[src/rtl/idwf_pkg.sv]
// Shared types, constants and microcode for the I2C display write frame block.
package idwf_pkg;

  localparam logic [7:0] ADDR_RESET   = 8'h78;
  localparam logic [7:0] CTRL_COMMAND = 8'h00;
  localparam logic [7:0] CTRL_DATA    = 8'h40;

  localparam int STEP_W = 3;
  typedef logic [STEP_W-1:0] step_t;

  // Program addresses
  localparam step_t STEP_START_HI = 3'd0;
  localparam step_t STEP_START_LO = 3'd1;
  localparam step_t STEP_BIT_HI   = 3'd2;
  localparam step_t STEP_BIT_LO   = 3'd3;
  localparam step_t STEP_ACK      = 3'd4;
  localparam step_t STEP_STOP_LO  = 3'd5;
  localparam step_t STEP_STOP_HI  = 3'd6;
  localparam step_t STEP_IDLE     = 3'd7;

  typedef enum logic [1:0] {
    SDA_ZERO,
    SDA_ONE,
    SDA_BIT,
    SDA_REL
  } sda_sel_t;

  typedef enum logic [1:0] {
    JMP_NONE,
    JMP_BIT,
    JMP_BYTE,
    JMP_END
  } jmp_t;

  typedef enum logic [1:0] {
    BYTE_ADDR,
    BYTE_CTRL,
    BYTE_PAYLOAD
  } byte_sel_t;

  typedef struct packed {
    sda_sel_t sda_sel;
    logic     scl;
    logic     last;
    logic     load_byte;
    jmp_t     jmp;
    step_t    target;
  } ctrl_t;

  // Control word plus step strobe from sequencer to datapath
  typedef struct packed {
    ctrl_t ctrl;
    logic  step_en;
  } dp_cmd_t;

  // Datapath status back to the sequencer
  typedef struct packed {
    logic out_free;
    logic bit_done;
    logic byte_done;
  } dp_stat_t;

  function automatic ctrl_t idwf_ucode(input step_t step);
    ctrl_t w;
    w = '{sda_sel: SDA_ONE, scl: 1'b1, last: 1'b0, load_byte: 1'b0,
          jmp: JMP_NONE, target: STEP_START_HI};
    case (step)
      STEP_START_HI: w.sda_sel = SDA_ONE;
      STEP_START_LO: begin
        w.sda_sel   = SDA_ZERO;
        w.load_byte = 1'b1;
      end
      STEP_BIT_HI: w.sda_sel = SDA_BIT;
      STEP_BIT_LO: begin
        w.sda_sel = SDA_BIT;
        w.scl     = 1'b0;
        w.jmp     = JMP_BIT;
        w.target  = STEP_BIT_HI;
      end
      STEP_ACK: begin
        w.sda_sel = SDA_REL;
        w.jmp     = JMP_BYTE;
        w.target  = STEP_BIT_HI;
      end
      STEP_STOP_LO: begin
        w.sda_sel = SDA_ZERO;
        w.scl     = 1'b0;
      end
      STEP_STOP_HI: w.sda_sel = SDA_ZERO;
      STEP_IDLE: begin
        w.sda_sel = SDA_ONE;
        w.last    = 1'b1;
        w.jmp     = JMP_END;
      end
      default: w.sda_sel = SDA_ONE;
    endcase
    return w;
  endfunction

endpackage

[src/rtl/idwf_sequencer.sv]
// Step counter and microcode lookup with conditional jumps.
module idwf_sequencer (
  input  logic               clk,
  input  logic               rst_n,
  input  logic               start,
  input  idwf_pkg::dp_stat_t stat,
  output logic               busy,
  output idwf_pkg::dp_cmd_t  cmd
);
  import idwf_pkg::*;

  logic  busy_r, busy_nxt;
  step_t step_r, step_nxt;
  ctrl_t ctrl;
  logic  step_en;

  assign ctrl    = idwf_ucode(step_r);
  assign step_en = busy_r & stat.out_free;
  assign busy    = busy_r;
  assign cmd     = '{ctrl: ctrl, step_en: step_en};

  always_comb begin
    busy_nxt = busy_r;
    step_nxt = step_r;
    if (start) begin
      busy_nxt = 1'b1;
      step_nxt = STEP_START_HI;
    end else if (step_en) begin
      case (ctrl.jmp)
        JMP_BIT:  step_nxt = stat.bit_done ? step_r + step_t'(1) : ctrl.target;
        JMP_BYTE: step_nxt = stat.byte_done ? step_r + step_t'(1) : ctrl.target;
        JMP_END: begin
          busy_nxt = 1'b0;
          step_nxt = STEP_START_HI;
        end
        default:  step_nxt = step_r + step_t'(1);
      endcase
    end
  end

  always_ff @(posedge clk) begin
    if (!rst_n) begin
      busy_r <= 1'b0;
      step_r <= STEP_START_HI;
    end else begin
      busy_r <= busy_nxt;
      step_r <= step_nxt;
    end
  end

endmodule

[src/rtl/idwf_datapath.sv]
// Byte registers, bit counter, line level selection and output register.
module idwf_datapath (
  input  logic               clk,
  input  logic               rst_n,
  input  logic               load,
  input  logic               in_mode,
  input  logic [7:0]         in_payload,
  input  logic               cfg_we,
  input  logic [7:0]         cfg_wdata,
  input  idwf_pkg::dp_cmd_t  cmd,
  output idwf_pkg::dp_stat_t stat,
  output logic               out_valid,
  input  logic               out_ready,
  output logic               out_sda_level,
  output logic               out_sda_release,
  output logic               out_scl_level,
  output logic               out_last
);
  import idwf_pkg::*;

  logic [7:0] addr_r;
  logic       mode_r;
  logic [7:0] payload_r;
  byte_sel_t  byte_sel_r, byte_sel_nxt;
  logic [2:0] bit_cnt_r, bit_cnt_nxt;
  logic       out_valid_r, out_valid_nxt;
  logic       sda_r, rel_r, scl_r, last_r;
  logic [7:0] cur_byte;
  logic       cur_bit;
  logic       sda_nxt, rel_nxt;

  always_comb begin
    case (byte_sel_r)
      BYTE_ADDR: cur_byte = addr_r;
      BYTE_CTRL: cur_byte = mode_r ? CTRL_DATA : CTRL_COMMAND;
      default:   cur_byte = payload_r;
    endcase
  end

  assign cur_bit = cur_byte[bit_cnt_r];

  always_comb begin
    sda_nxt = 1'b0;
    rel_nxt = 1'b0;
    case (cmd.ctrl.sda_sel)
      SDA_ONE: sda_nxt = 1'b1;
      SDA_BIT: sda_nxt = cur_bit;
      SDA_REL: rel_nxt = 1'b1;
      default: sda_nxt = 1'b0;
    endcase
  end

  always_comb begin
    byte_sel_nxt = byte_sel_r;
    bit_cnt_nxt  = bit_cnt_r;
    if (cmd.step_en) begin
      if (cmd.ctrl.load_byte) begin
        byte_sel_nxt = BYTE_ADDR;
        bit_cnt_nxt  = 3'd7;
      end
      case (cmd.ctrl.jmp)
        JMP_BIT: if (!stat.bit_done) bit_cnt_nxt = bit_cnt_r - 3'd1;
        JMP_BYTE: if (!stat.byte_done) begin
          byte_sel_nxt = (byte_sel_r == BYTE_ADDR) ? BYTE_CTRL : BYTE_PAYLOAD;
          bit_cnt_nxt  = 3'd7;
        end
        default: ;
      endcase
    end
  end

  // hold a beat until taken; a taken beat frees the slot in the same cycle
  assign stat.out_free  = !out_valid_r || out_ready;
  assign stat.bit_done  = (bit_cnt_r == 3'd0);
  assign stat.byte_done = (byte_sel_r == BYTE_PAYLOAD);

  always_comb begin
    out_valid_nxt = out_valid_r;
    if (cmd.step_en) out_valid_nxt = 1'b1;
    else if (out_ready) out_valid_nxt = 1'b0;
  end

  always_ff @(posedge clk) begin
    if (!rst_n) begin
      addr_r      <= ADDR_RESET;
      out_valid_r <= 1'b0;
      byte_sel_r  <= BYTE_ADDR;
      bit_cnt_r   <= 3'd7;
    end else begin
      if (cfg_we) addr_r <= cfg_wdata;
      out_valid_r <= out_valid_nxt;
      byte_sel_r  <= byte_sel_nxt;
      bit_cnt_r   <= bit_cnt_nxt;
    end
  end

  always_ff @(posedge clk) begin
    if (load) begin
      mode_r    <= in_mode;
      payload_r <= in_payload;
    end
    if (cmd.step_en) begin
      sda_r  <= sda_nxt;
      rel_r  <= rel_nxt;
      scl_r  <= cmd.ctrl.scl;
      last_r <= cmd.ctrl.last;
    end
  end

  assign out_valid       = out_valid_r;
  assign out_sda_level   = sda_r;
  assign out_sda_release = rel_r;
  assign out_scl_level   = scl_r;
  assign out_last        = last_r;

endmodule

[src/rtl/i2c_display_write_frame_core.sv]
// Top level of the I2C display write frame generator.
// Each accepted beat (mode, payload) expands into 56 output beats, one bus phase each:
// start, address byte, control byte (0x00 command / 0x40 data), payload byte, each byte
// MSB first with a released-SDA acknowledge clock, then stop and a final idle phase
// flagged by out_last. An eight-step microcode program with a step counter sets the
// timing: one phase per cycle while the output register is drained; a stalled output
// holds the sequence. in_ready is high only between transactions. cfg_wdata is the
// address byte, write bit included (reset 0x78).
module i2c_display_write_frame_core (
  input  logic       clk,
  input  logic       rst_n,
  input  logic       cfg_we,
  input  logic [7:0] cfg_wdata,
  input  logic       in_valid,
  output logic       in_ready,
  input  logic       in_mode,
  input  logic [7:0] in_payload,
  output logic       out_valid,
  input  logic       out_ready,
  output logic       out_sda_level,
  output logic       out_sda_release,
  output logic       out_scl_level,
  output logic       out_last
);
  import idwf_pkg::*;

  logic     busy;
  logic     start;
  dp_cmd_t  cmd;
  dp_stat_t stat;

  assign in_ready = !busy;
  assign start    = in_valid && in_ready;

  idwf_sequencer u_seq (
    .clk   (clk),
    .rst_n (rst_n),
    .start (start),
    .stat  (stat),
    .busy  (busy),
    .cmd   (cmd)
  );

  idwf_datapath u_dp (
    .clk             (clk),
    .rst_n           (rst_n),
    .load            (start),
    .in_mode         (in_mode),
    .in_payload      (in_payload),
    .cfg_we          (cfg_we),
    .cfg_wdata       (cfg_wdata),
    .cmd             (cmd),
    .stat            (stat),
    .out_valid       (out_valid),
    .out_ready       (out_ready),
    .out_sda_level   (out_sda_level),
    .out_sda_release (out_sda_release),
    .out_scl_level   (out_scl_level),
    .out_last        (out_last)
  );

  a_start_busy : assert property (@(posedge clk) disable iff (!rst_n)
    start |=> !in_ready)
    else $error("sequencer not busy after accept");

  a_end_frees : assert property (@(posedge clk) disable iff (!rst_n)
    (cmd.step_en && cmd.ctrl.jmp == JMP_END) |=> (in_ready && out_valid && out_last))
    else $error("idle phase did not close the transaction");

  a_idle_only_last : assert property (@(posedge clk) disable iff (!rst_n)
    (in_ready && out_valid) |-> out_last)
    else $error("pending non-final beat while idle");

  a_release_scl : assert property (@(posedge clk) disable iff (!rst_n)
    (out_valid && out_sda_release) |-> (out_scl_level && !out_sda_level))
    else $error("acknowledge phase with wrong line levels");

endmodule
[config.mk]
export PLATFORM = sky130hd
export DESIGN_NAME = i2c_display_write_frame_core
export DESIGN_NICKNAME = d
export VERILOG_FILES = /design/src/rtl/idwf_pkg.sv /design/src/rtl/idwf_sequencer.sv /design/src/rtl/idwf_datapath.sv /design/src/rtl/i2c_display_write_frame_core.sv
export SDC_FILE = /design/constraint.sdc
export NUM_CORES = 1
export LEC_CHECK = 0
export BUFFER_PORTS_ARGS = -buffer_cell sky130_fd_sc_hd__buf_2
export CORE_MARGIN = 2
export CORE_UTILIZATION = 55
export DETAILED_ROUTE_END_ITERATION = 10
export PLACE_DENSITY = 0.83
export SETUP_SLACK_MARGIN = 0.05
export SLEW_MARGIN = 20
export SYNTH_ARGS = -nofsm -noshare
export SYNTH_HDL_FRONTEND = slang
export SYNTH_SLANG_ARGS = --single-unit
[constraint.sdc]
create_clock -name clk -period 5.5 [get_ports clk]
set_input_delay 0.275 -clock clk [delete_from_list [all_inputs] [get_ports clk]]
set_output_delay 0.275 -clock clk [all_outputs]
set_load 0.1 [all_outputs]
==> impl_metrics.prom, run 1 <==
# TYPE chip_impl_metric gauge
chip_impl_info{name="run_status",value="complete, no violations"} 1
chip_impl_metric{name="cp_max_fo",unit=""} 11
chip_impl_metric{name="floorplan.die_area",unit="um2"} 3240
chip_impl_metric{name="floorplan.die.width",unit="um"} 56.9
chip_impl_info{name="synth_area_leader_cell",value="edfxtp_1"} 1
chip_impl_metric{name="vdd_drop_max",unit="uV"} 224
chip_impl_metric{name="detail_route.wl_per_cell",unit="um"} 14.6
chip_impl_metric{name="grt_max_degree",unit=""} 17
chip_impl_metric{name="fin_nets",unit=""} 207
chip_impl_info{name="source_of_the_worst_hold_timing_path",value="in_payload[5]"} 1
chip_impl_metric{name="drc",unit=""} 0
chip_impl_info{name="grt_setup_unrepaired",value="false"} 1
chip_impl_metric{name="die_y",unit="um"} 56.9
chip_impl_metric{name="syn_nets",unit=""} 179
chip_impl_metric{name="synth.avg_cell_area",unit="um2"} 10.4
chip_impl_info{name="critPathTopFamily",value="simple AND/OR/NAND/NOR gates"} 1
chip_impl_info{name="crit-reg2reg-capture",value="u_dp.bit_cnt_r[0]$_SDFFE_PN1P_"} 1
chip_impl_metric{name="finalWirelength",unit="um"} 3030
chip_impl_metric{name="number_of_cts_inserted_buffers",unit=""} 5
chip_impl_info{name="worst_setup_path_start_kind",value="register"} 1
chip_impl_metric{name="cts_htree_levels",unit=""} 2
chip_impl_metric{name="clk_latency",unit="ps"} 350
chip_impl_metric{name="drv.max_cap_violation_count",unit=""} 0
chip_impl_metric{name="placementRows",unit=""} 19
chip_impl_metric{name="place_hpwl",unit="um"} 2190
chip_impl_metric{name="cts_post_setup_buffers_inserted",unit=""} 0
chip_impl_metric{name="num_vias",unit=""} 1203
chip_impl_metric{name="drv_slew",unit=""} 0
chip_impl_metric{name="antenna_violating_nets_post_route",unit=""} 0
chip_impl_metric{name="setup_skew_after_layout",unit="ps"} 12.2
chip_impl_metric{name="timing_worst_slew_pin_value",unit="ps"} 846
chip_impl_metric{name="synth_seq_cells",unit=""} 31
chip_impl_metric{name="totalNegativeSetupSlack",unit="ps"} 0
chip_impl_metric{name="worst-r2r-cell-count",unit=""} 6
chip_impl_metric{name="place.gp.congestion",unit=""} 0.856
chip_impl_info{name="clk_root_buffer_cell",value="clkbuf_4"} 1
chip_impl_metric{name="pwr_density_cell",unit="nW/um2"} 250
chip_impl_metric{name="min_period",unit="ps"} 1990
chip_impl_metric{name="cp_slowest_stage_delay",unit="ps"} 520
chip_impl_info{name="critical_path.slowest_cell",value="nor4_1"} 1
chip_impl_info{name="cell_breakdown_of_the_critical_path",value="ha_1 -> ha_1 -> nor4_1 -> nand3b_1 -> a21oi_1 -> o21ai_0"} 1
chip_impl_metric{name="synth.yosys.warnings",unit=""} 0
chip_impl_metric{name="global_route.overflow_total",unit=""} 0
chip_impl_info{name="hold_path_class",value="in2reg"} 1
chip_impl_metric{name="layout.filler_cells",unit=""} 230
chip_impl_metric{name="buffers_plus_inverters_on_the_worst_setup_path",unit=""} 0
chip_impl_metric{name="achievable-frequency",unit="MHz"} 502
chip_impl_metric{name="via_cell_ratio",unit=""} 5.78
chip_impl_metric{name="synthesis.area",unit="um2"} 1540
chip_impl_info{name="crit_type",value="reg2reg"} 1
chip_impl_metric{name="finalHoldViolations",unit=""} 0
chip_impl_info{name="cpMostUsedCell",value="ha_1"} 1
chip_impl_metric{name="post_cts_resize_count",unit=""} 0
chip_impl_metric{name="number_of_antenna_violations_at_the_first_check_in_global_routing",unit=""} 0
chip_impl_metric{name="clk_path_buf_depth",unit=""} 2
chip_impl_metric{name="drt-pass1-iter-count",unit=""} 4
chip_impl_metric{name="setup_viol",unit=""} 0
chip_impl_metric{name="detail_route.iter0.violations",unit=""} 39
chip_impl_metric{name="period_share",unit="%"} 36.2
chip_impl_metric{name="synth_cells",unit=""} 148
chip_impl_metric{name="reported_leakage_power",unit="nW"} 0.719
chip_impl_metric{name="tritoncts_num_sinks",unit=""} 31
chip_impl_metric{name="grt_use_total",unit="%"} 20.6
chip_impl_metric{name="preCtsSetupSlack",unit="ps"} 3640
chip_impl_metric{name="netlist.area_leader.share",unit="%"} 25.3
chip_impl_info{name="worst_hold_path_ep",value="u_dp.payload_r[5]$_DFFE_PP_"} 1
chip_impl_metric{name="share_of_the_yosys_chip_area_belonging_to_registers",unit="%"} 48.7
chip_impl_metric{name="clkSlewWorstSetupHoldPaths",unit="ps"} 100
chip_impl_metric{name="grt_pass1_vias",unit=""} 1187
chip_impl_metric{name="cp_required",unit="ps"} 5770
chip_impl_metric{name="ant_cells",unit=""} 0
chip_impl_metric{name="io_buffer_count",unit=""} 27
chip_impl_metric{name="yosys.cell_types.count",unit=""} 36
chip_impl_metric{name="layoutNonFillerInstCount",unit=""} 208
chip_impl_metric{name="worst_slew_margin_rel",unit="%"} 43.5
chip_impl_metric{name="worst-r2r-setup-slack",unit="ps"} 3510
chip_impl_metric{name="worst_hold_path.num_cells",unit=""} 1
chip_impl_metric{name="cts.hold.buffers_added",unit=""} 0
chip_impl_info{name="cts_tree",value="built"} 1
chip_impl_info{name="crit_end_category",value="register"} 1
chip_impl_metric{name="top_level_ports",unit=""} 28
chip_impl_metric{name="worst_ep_arrival",unit="ps"} 2270
chip_impl_metric{name="placed_cells_incl_taps",unit=""} 200
chip_impl_metric{name="areaGrowthSynthToFinish",unit="%"} 12.6
chip_impl_metric{name="core",unit="um2"} 2710
chip_impl_metric{name="start_util",unit="%"} 56.8
chip_impl_metric{name="first_pass_grt_wire_length",unit="um"} 5080
chip_impl_metric{name="setup_ws",unit="ps"} 3510
chip_impl_info{name="r2r-start",value="u_seq.step_r[0]$_SDFFE_PP0P_"} 1
chip_impl_info{name="netlist_top_cells_area",value="edfxtp_1 (25%), dfxtp_1 (23%), ha_1 (7.3%)"} 1
chip_impl_metric{name="drive_above_1_share",unit="%"} 21.5
[kinds of logic (layout without fill, tap and decap cells)]
logic type	count (synthesis)	count (layout)	share of synthesized area (%)
flip-flops	31	31	48.7
buffers and inverters	15	44	4.31
AO/OA/AOI/OAI	40	40	17.7
adder cells (fa/ha/maj)	9	9	7.31
AND/OR/NAND/NOR	44	44	16.1
multiplexers	9	9	5.85
[area by class of cell]
type | count | area, um2 | share of cell area (%)
clock buffers | 5 | 37.5 | 2.16
well taps | 31 | 38.8 | 2.24
multi-input cells | 102 | 723 | 41.7
clock inverters | 3 | 15.0 | 0.866
flip-flops and latches | 31 | 751 | 43.3
repair buffers | 27 | 135 | 7.79
inverters | 9 | 33.8 | 1.95
[power by group]
group / leakage, nW / switching, W / internal, W
registers: 0.267 / 0.00000528 / 0.000250
clock network: 0.0263 / 0.0000795 / 0.0000467
logic: 0.425 / 0.0000339 / 0.0000181
total: 0.719 / 0.000119 / 0.000315
[layer usage]
metal | up-vias | track usage [%] | wire length [um]
li1 | 600 | - | -
met1 | 544 | 24.7 | 1280
met2 | 50 | 34.5 | 1460
met3 | 9 | 6.91 | 225
met4 | 0 | 6.98 | 61
met5 | - | 0 | 0
[cells in the mapped netlist]
master	number
dfxtp_1	18
a21oi_1	13
edfxtp_1	13
ha_1	9
mux2i_1	9
nand2_1	9
inv_1	8
nor2b_1	8
o21ai_0	8
nor3b_1	6
nor2_1	5
nand2b_1	4
nor3_1	4
a211oi_1	3
a22oi_1	3
clkbuf_1	3
a2111oi_2	2
a21boi_0	2
buf_2	2
nand3b_1	2
o31ai_1	2
a221oi_1	1
a221oi_2	1
a311o_1	1
and2_1	1
buf_6	1
clkinv_1	1
nand2_2	1
nand4_1	1
nor2_2	1
nor4_1	1
o21a_1	1
o21ai_1	1
o21bai_1	1
o311ai_0	1
or3b_1	1
[registers in the layout, indices dropped and copies added (netlist names)]
register / flops
u_dp.out_sda_level: 1
u_dp.mode_r: 1
u_dp.out_last: 1
u_seq.busy: 1
u_dp.out_valid: 1
u_dp.addr_r: 8
u_dp.payload_r: 8
u_dp.byte_sel_r: 2
u_seq.step_r: 3
u_dp.out_sda_release: 1
u_dp.bit_cnt_r: 3
u_dp.out_scl_level: 1
[cell usage in the layout, fill, tap and decap left out, types with 2 or more instances in the layout]
| cell | n |
|---|---|
| nand3b_1 | 2 |
| a21boi_0 | 2 |
| a211oi_1 | 3 |
| nor3_1 | 4 |
| o31ai_1 | 2 |
| clkbuf_4 | 5 |
| a21oi_1 | 13 |
| inv_1 | 8 |
| clkinv_1 | 3 |
| nand2_1 | 9 |
| o21ai_0 | 8 |
| ha_1 | 9 |
| a22oi_1 | 3 |
| a2111oi_2 | 2 |
| nand2b_1 | 4 |
| nor2b_1 | 8 |
| edfxtp_1 | 13 |
| nor2_1 | 5 |
| nor3b_1 | 6 |
| buf_2 | 27 |
| mux2i_1 | 9 |
| dfxtp_1 | 18 |
[per-stage QoR]
stage / util (%) / area (um2) / total power [W] / hold slack [ps]
5_1_grt: 64.0 / 1730 / 0.000453 / 87.5
3_5_place_dp: 62.0 / 1680 / 0.000313 / 453
4_1_cts: 64.0 / 1730 / 0.000435 / 92.2
3_3_place_gp: 62.0 / 1680 / 0.000311 / 453
6_report: 64.0 / 1730 / 0.000434 / 94.1
2_1_floorplan: - / 1540 / 0.000297 / 374
[worst register-to-register path, cell delays in order, from the launching register on]
cell	delay, ps
dfxtp_1	360
ha_1	280
ha_1	330
nor4_1	520
nand3b_1	210
a21oi_1	70
o21ai_0	150
[worst max-delay path by stage]
stage          slack [ps]  depth (start not counted)                              end                          from
2_1_floorplan        3470                          6  u_dp.byte_sel_r[0]$_SDFFE_PN0P_   u_dp.out_valid$_SDFFE_PN0P_
3_3_place_gp         3730                          6   u_dp.bit_cnt_r[0]$_SDFFE_PN1P_  u_seq.step_r[0]$_SDFFE_PP0P_
3_5_place_dp         3640                          6   u_dp.bit_cnt_r[0]$_SDFFE_PN1P_  u_seq.step_r[0]$_SDFFE_PP0P_
4_1_cts              3540                          6   u_dp.bit_cnt_r[0]$_SDFFE_PN1P_  u_seq.step_r[0]$_SDFFE_PP0P_
5_1_grt              3320                          6   u_dp.bit_cnt_r[0]$_SDFFE_PN1P_  u_seq.step_r[0]$_SDFFE_PP0P_
6_report             3510                          6   u_dp.bit_cnt_r[0]$_SDFFE_PN1P_  u_seq.step_r[0]$_SDFFE_PP0P_
Power figures use the tool's default switching activity.
==> run 2: changes to the inputs <==
--- a/config.mk
+++ b/config.mk
@@ -7,9 +7,9 @@
 export LEC_CHECK = 0
 export BUFFER_PORTS_ARGS = -buffer_cell sky130_fd_sc_hd__buf_2
 export CORE_MARGIN = 2
-export CORE_UTILIZATION = 55
+export CORE_UTILIZATION = 49
 export DETAILED_ROUTE_END_ITERATION = 10
-export PLACE_DENSITY = 0.83
+export PLACE_DENSITY = 0.78
 export SETUP_SLACK_MARGIN = 0.05
 export SLEW_MARGIN = 20
 export SYNTH_ARGS = -nofsm -noshare
==> constraint.sdc (replaced) <==
create_clock -name clk -period 1.6 [get_ports clk]
set_input_delay 0.08 -clock clk [delete_from_list [all_inputs] [get_ports clk]]
set_output_delay 0.08 -clock clk [all_outputs]
set_load 0.1 [all_outputs]
==> run 2 against run 1 <==
  * The flow now finishes with violations (negative setup slack)
  * Flip-flop and latch count unchanged
  * Combinational power increased to 4.4 times the previous value
  * Total power increased to 3.6 times the previous value
  * Global-route usage decreased by 0.44 points
  * Cell count increased by 21%
  * Cell area increased by 25%
  * Clock power increased to 3.6 times the previous value
  * Sequential share of layout area decreased by 7.5 points
  * First-iteration DRC count increased by 28%
  * Setup slack got worse by 3500 ps
  * Critical path depth decreased by 2
  * Die area increased by 11%
  * Highest routed layer unchanged
==> impl_metrics.prom, run 2 (synthesis gave the netlist of run 1 again) <==
# TYPE chip_impl_metric gauge
chip_impl_metric{name="number_of_cts_inserted_buffers",unit=""} 5
chip_impl_metric{name="clk_latency",unit="ps"} 340
chip_impl_info{name="cell_breakdown_of_the_critical_path",value="or3b_4 -> a221oi_2 -> nor3b_2 -> o31ai_2"} 1
chip_impl_metric{name="place_hpwl",unit="um"} 2350
chip_impl_metric{name="clk_path_buf_depth",unit=""} 2
chip_impl_info{name="worst_setup_path_start_kind",value="register"} 1
chip_impl_metric{name="p_total",unit="W"} 0.00156
chip_impl_info{name="cts_tree",value="built"} 1
chip_impl_metric{name="clkSlewWorstSetupHoldPaths",unit="ps"} 100
chip_impl_metric{name="period_share",unit="%"} 102
chip_impl_metric{name="fin_nets",unit=""} 237
chip_impl_metric{name="finalHoldViolations",unit=""} 0
chip_impl_metric{name="core",unit="um2"} 3030
chip_impl_metric{name="tritoncts_num_sinks",unit=""} 31
chip_impl_metric{name="top_level_ports",unit=""} 28
chip_impl_metric{name="drv.max_cap_violation_count",unit=""} 0
chip_impl_info{name="critPathTopFamily",value="compound AO/OA/AOI/OAI gates"} 1
chip_impl_metric{name="reported_leakage_power",unit="nW"} 0.870
chip_impl_metric{name="cp_max_fo",unit=""} 6
chip_impl_metric{name="start_util",unit="%"} 50.9
chip_impl_metric{name="grt_use_total",unit="%"} 20.1
chip_impl_metric{name="achievable-frequency",unit="MHz"} 615
chip_impl_info{name="grt_setup_unrepaired",value="true"} 1
chip_impl_info{name="run_status",value="finished with violations"} 1
chip_impl_metric{name="detail_route.wl_per_cell",unit="um"} 14.5
chip_impl_metric{name="antenna_violating_nets_post_route",unit=""} 0
chip_impl_info{name="reg.largest.list",value="u_dp.addr_r x8, u_dp.payload_r x8"} 1
chip_impl_info{name="critical_path.slowest_cell",value="dfxtp_4"} 1
chip_impl_metric{name="drt-pass1-iter-count",unit=""} 4
chip_impl_info{name="hold_path_class",value="in2reg"} 1
chip_impl_metric{name="setup_ws",unit="ps"} -26.1
chip_impl_metric{name="grt_pass1_vias",unit=""} 1219
chip_impl_info{name="crit_end_category",value="register"} 1
chip_impl_info{name="most_common_cell_after_layout_fill_and_taps_aside",value="buf_2"} 1
chip_impl_metric{name="via_cell_ratio",unit=""} 5.20
chip_impl_metric{name="die_y",unit="um"} 60.1
chip_impl_metric{name="cts_htree_levels",unit=""} 2
chip_impl_metric{name="worst_ep_arrival",unit="ps"} 1790
chip_impl_metric{name="floorplan.die.width",unit="um"} 60.1
chip_impl_metric{name="vdd_drop_max",unit="uV"} 753
chip_impl_metric{name="place.gp.congestion",unit=""} 0.860
chip_impl_metric{name="worst_slew_margin_rel",unit="%"} 67.7
chip_impl_metric{name="setup_skew_after_layout",unit="ps"} 7.18
chip_impl_metric{name="cp_slowest_stage_delay",unit="ps"} 400
chip_impl_metric{name="drv_slew",unit=""} 0
chip_impl_metric{name="setup_viol",unit=""} 2
chip_impl_metric{name="floorplan.die_area",unit="um2"} 3610
chip_impl_info{name="crit_type",value="reg2reg"} 1
chip_impl_metric{name="min_period",unit="ps"} 1630
chip_impl_metric{name="number_of_antenna_violations_at_the_first_check_in_global_routing",unit=""} 0
chip_impl_metric{name="io_buffer_count",unit=""} 27
chip_impl_metric{name="drc",unit=""} 0
chip_impl_metric{name="first_pass_grt_wire_length",unit="um"} 5260
chip_impl_metric{name="placementRows",unit=""} 20
chip_impl_info{name="clk_root_buffer_cell",value="clkbuf_4"} 1
chip_impl_metric{name="cp_required",unit="ps"} 1760
chip_impl_metric{name="pwr_density_cell",unit="nW/um2"} 721
chip_impl_metric{name="global_route.overflow_total",unit=""} 0
chip_impl_metric{name="buffers_plus_inverters_on_the_worst_setup_path",unit=""} 0
chip_impl_info{name="failing_checks",value="negative setup slack"} 1
chip_impl_metric{name="detail_route.iter0.violations",unit=""} 50
chip_impl_metric{name="post-route-util",unit="%"} 71.4
chip_impl_metric{name="grt_max_degree",unit=""} 17
chip_impl_metric{name="timing_worst_slew_pin_value",unit="ps"} 489
chip_impl_metric{name="areaGrowthSynthToFinish",unit="%"} 40.5
chip_impl_metric{name="num_vias",unit=""} 1304
chip_impl_metric{name="ant_cells",unit=""} 0
chip_impl_info{name="layout.cells.most_common_list",value="buf_2 (27), dlygate4sd3_1 (15), buf_4 (15)"} 1
chip_impl_metric{name="finalWirelength",unit="um"} 3640
chip_impl_metric{name="drive_above_1_share",unit="%"} 37.2
==> run 2: path summary, 6_finish.rpt <==
path | startpoint | end | slack (ps) | depth (start not counted)
min | cfg_wdata[0] | u_dp.addr_r[0]$_SDFFE_PN0P_ | 8 | 3
max reg2reg | u_dp.byte_sel_r[0]$_SDFFE_PN0P_ | u_dp.out_sda_level$_DFFE_PP_ | -30 | 4
min reg2reg | u_dp.addr_r[6]$_SDFFE_PN1P_ | u_dp.addr_r[6]$_SDFFE_PN1P_ | 500 | 2
max | u_dp.byte_sel_r[0]$_SDFFE_PN0P_ | u_dp.out_sda_level$_DFFE_PP_ | -30 | 4
==> run 2: per-stage QoR <==
step	setup WS, ps	instance area (um2)	instances	hold WS (ps)	setup TNS [ps]
finish	-26.1	2160	251	7.86	-36.4
global route	-94.6	2160	251	6.38	-204
CTS	35.6	2030	246	10.8	0
detailed placement	-27.2	1800	223	258	-27.2
global placement	41.9	1800	223	257	0
floorplan	64.4	1580	148	179	0
==> run 2: area by class of cell <==
type                            instances  area, um2
Fill cell                             197        865
Clock inverter                          3       20.0
Tap cell                               44       55.1
Timing Repair Buffer                   57        398
Clock buffer                            5       37.5
Sequential cell                        31        773
Multi-Input combinational cell        102        846
Inverter                                9       33.8
==> run 2: worst min-delay path: stages <==
cell and delay [ps]:
buf_2 70, mux2i_1 60, nor2b_1 100
==> run 2: power by group <==
group | internal (W) | total [W] | switching, W
Sequential | 0.000854 | 0.000872 | 0.0000182
Clock | 0.000167 | 0.000459 | 0.000291
Combinational | 0.0000977 | 0.000229 | 0.000131
==> run 2: layer usage <==
layer  global-route usage (%)  wire [um]  vias up  part of all wire, %
met5                        0          0        -                    0
met1                     25.1       1610      598                   44
met2                     33.2       1770       45                   49
met3                     6.06        201        7                  5.5
li1                         -          -      654                    -
met4                     6.35         63        0                  1.7
==> run 2: repair_timing <==
| item | 4_1_cts | 5_1_grt |
|---|---|---|
| resized for setup | 7 | 25 |
| setup buffers | 0 | 5 |
| hold buffers | 15 | 0 |
| hold endpoints to repair | 15 | 0 |
| setup endpoints to repair | 6 | 9 |
| gates cloned | 0 | 0 |
| pin swaps | 0 | 7 |
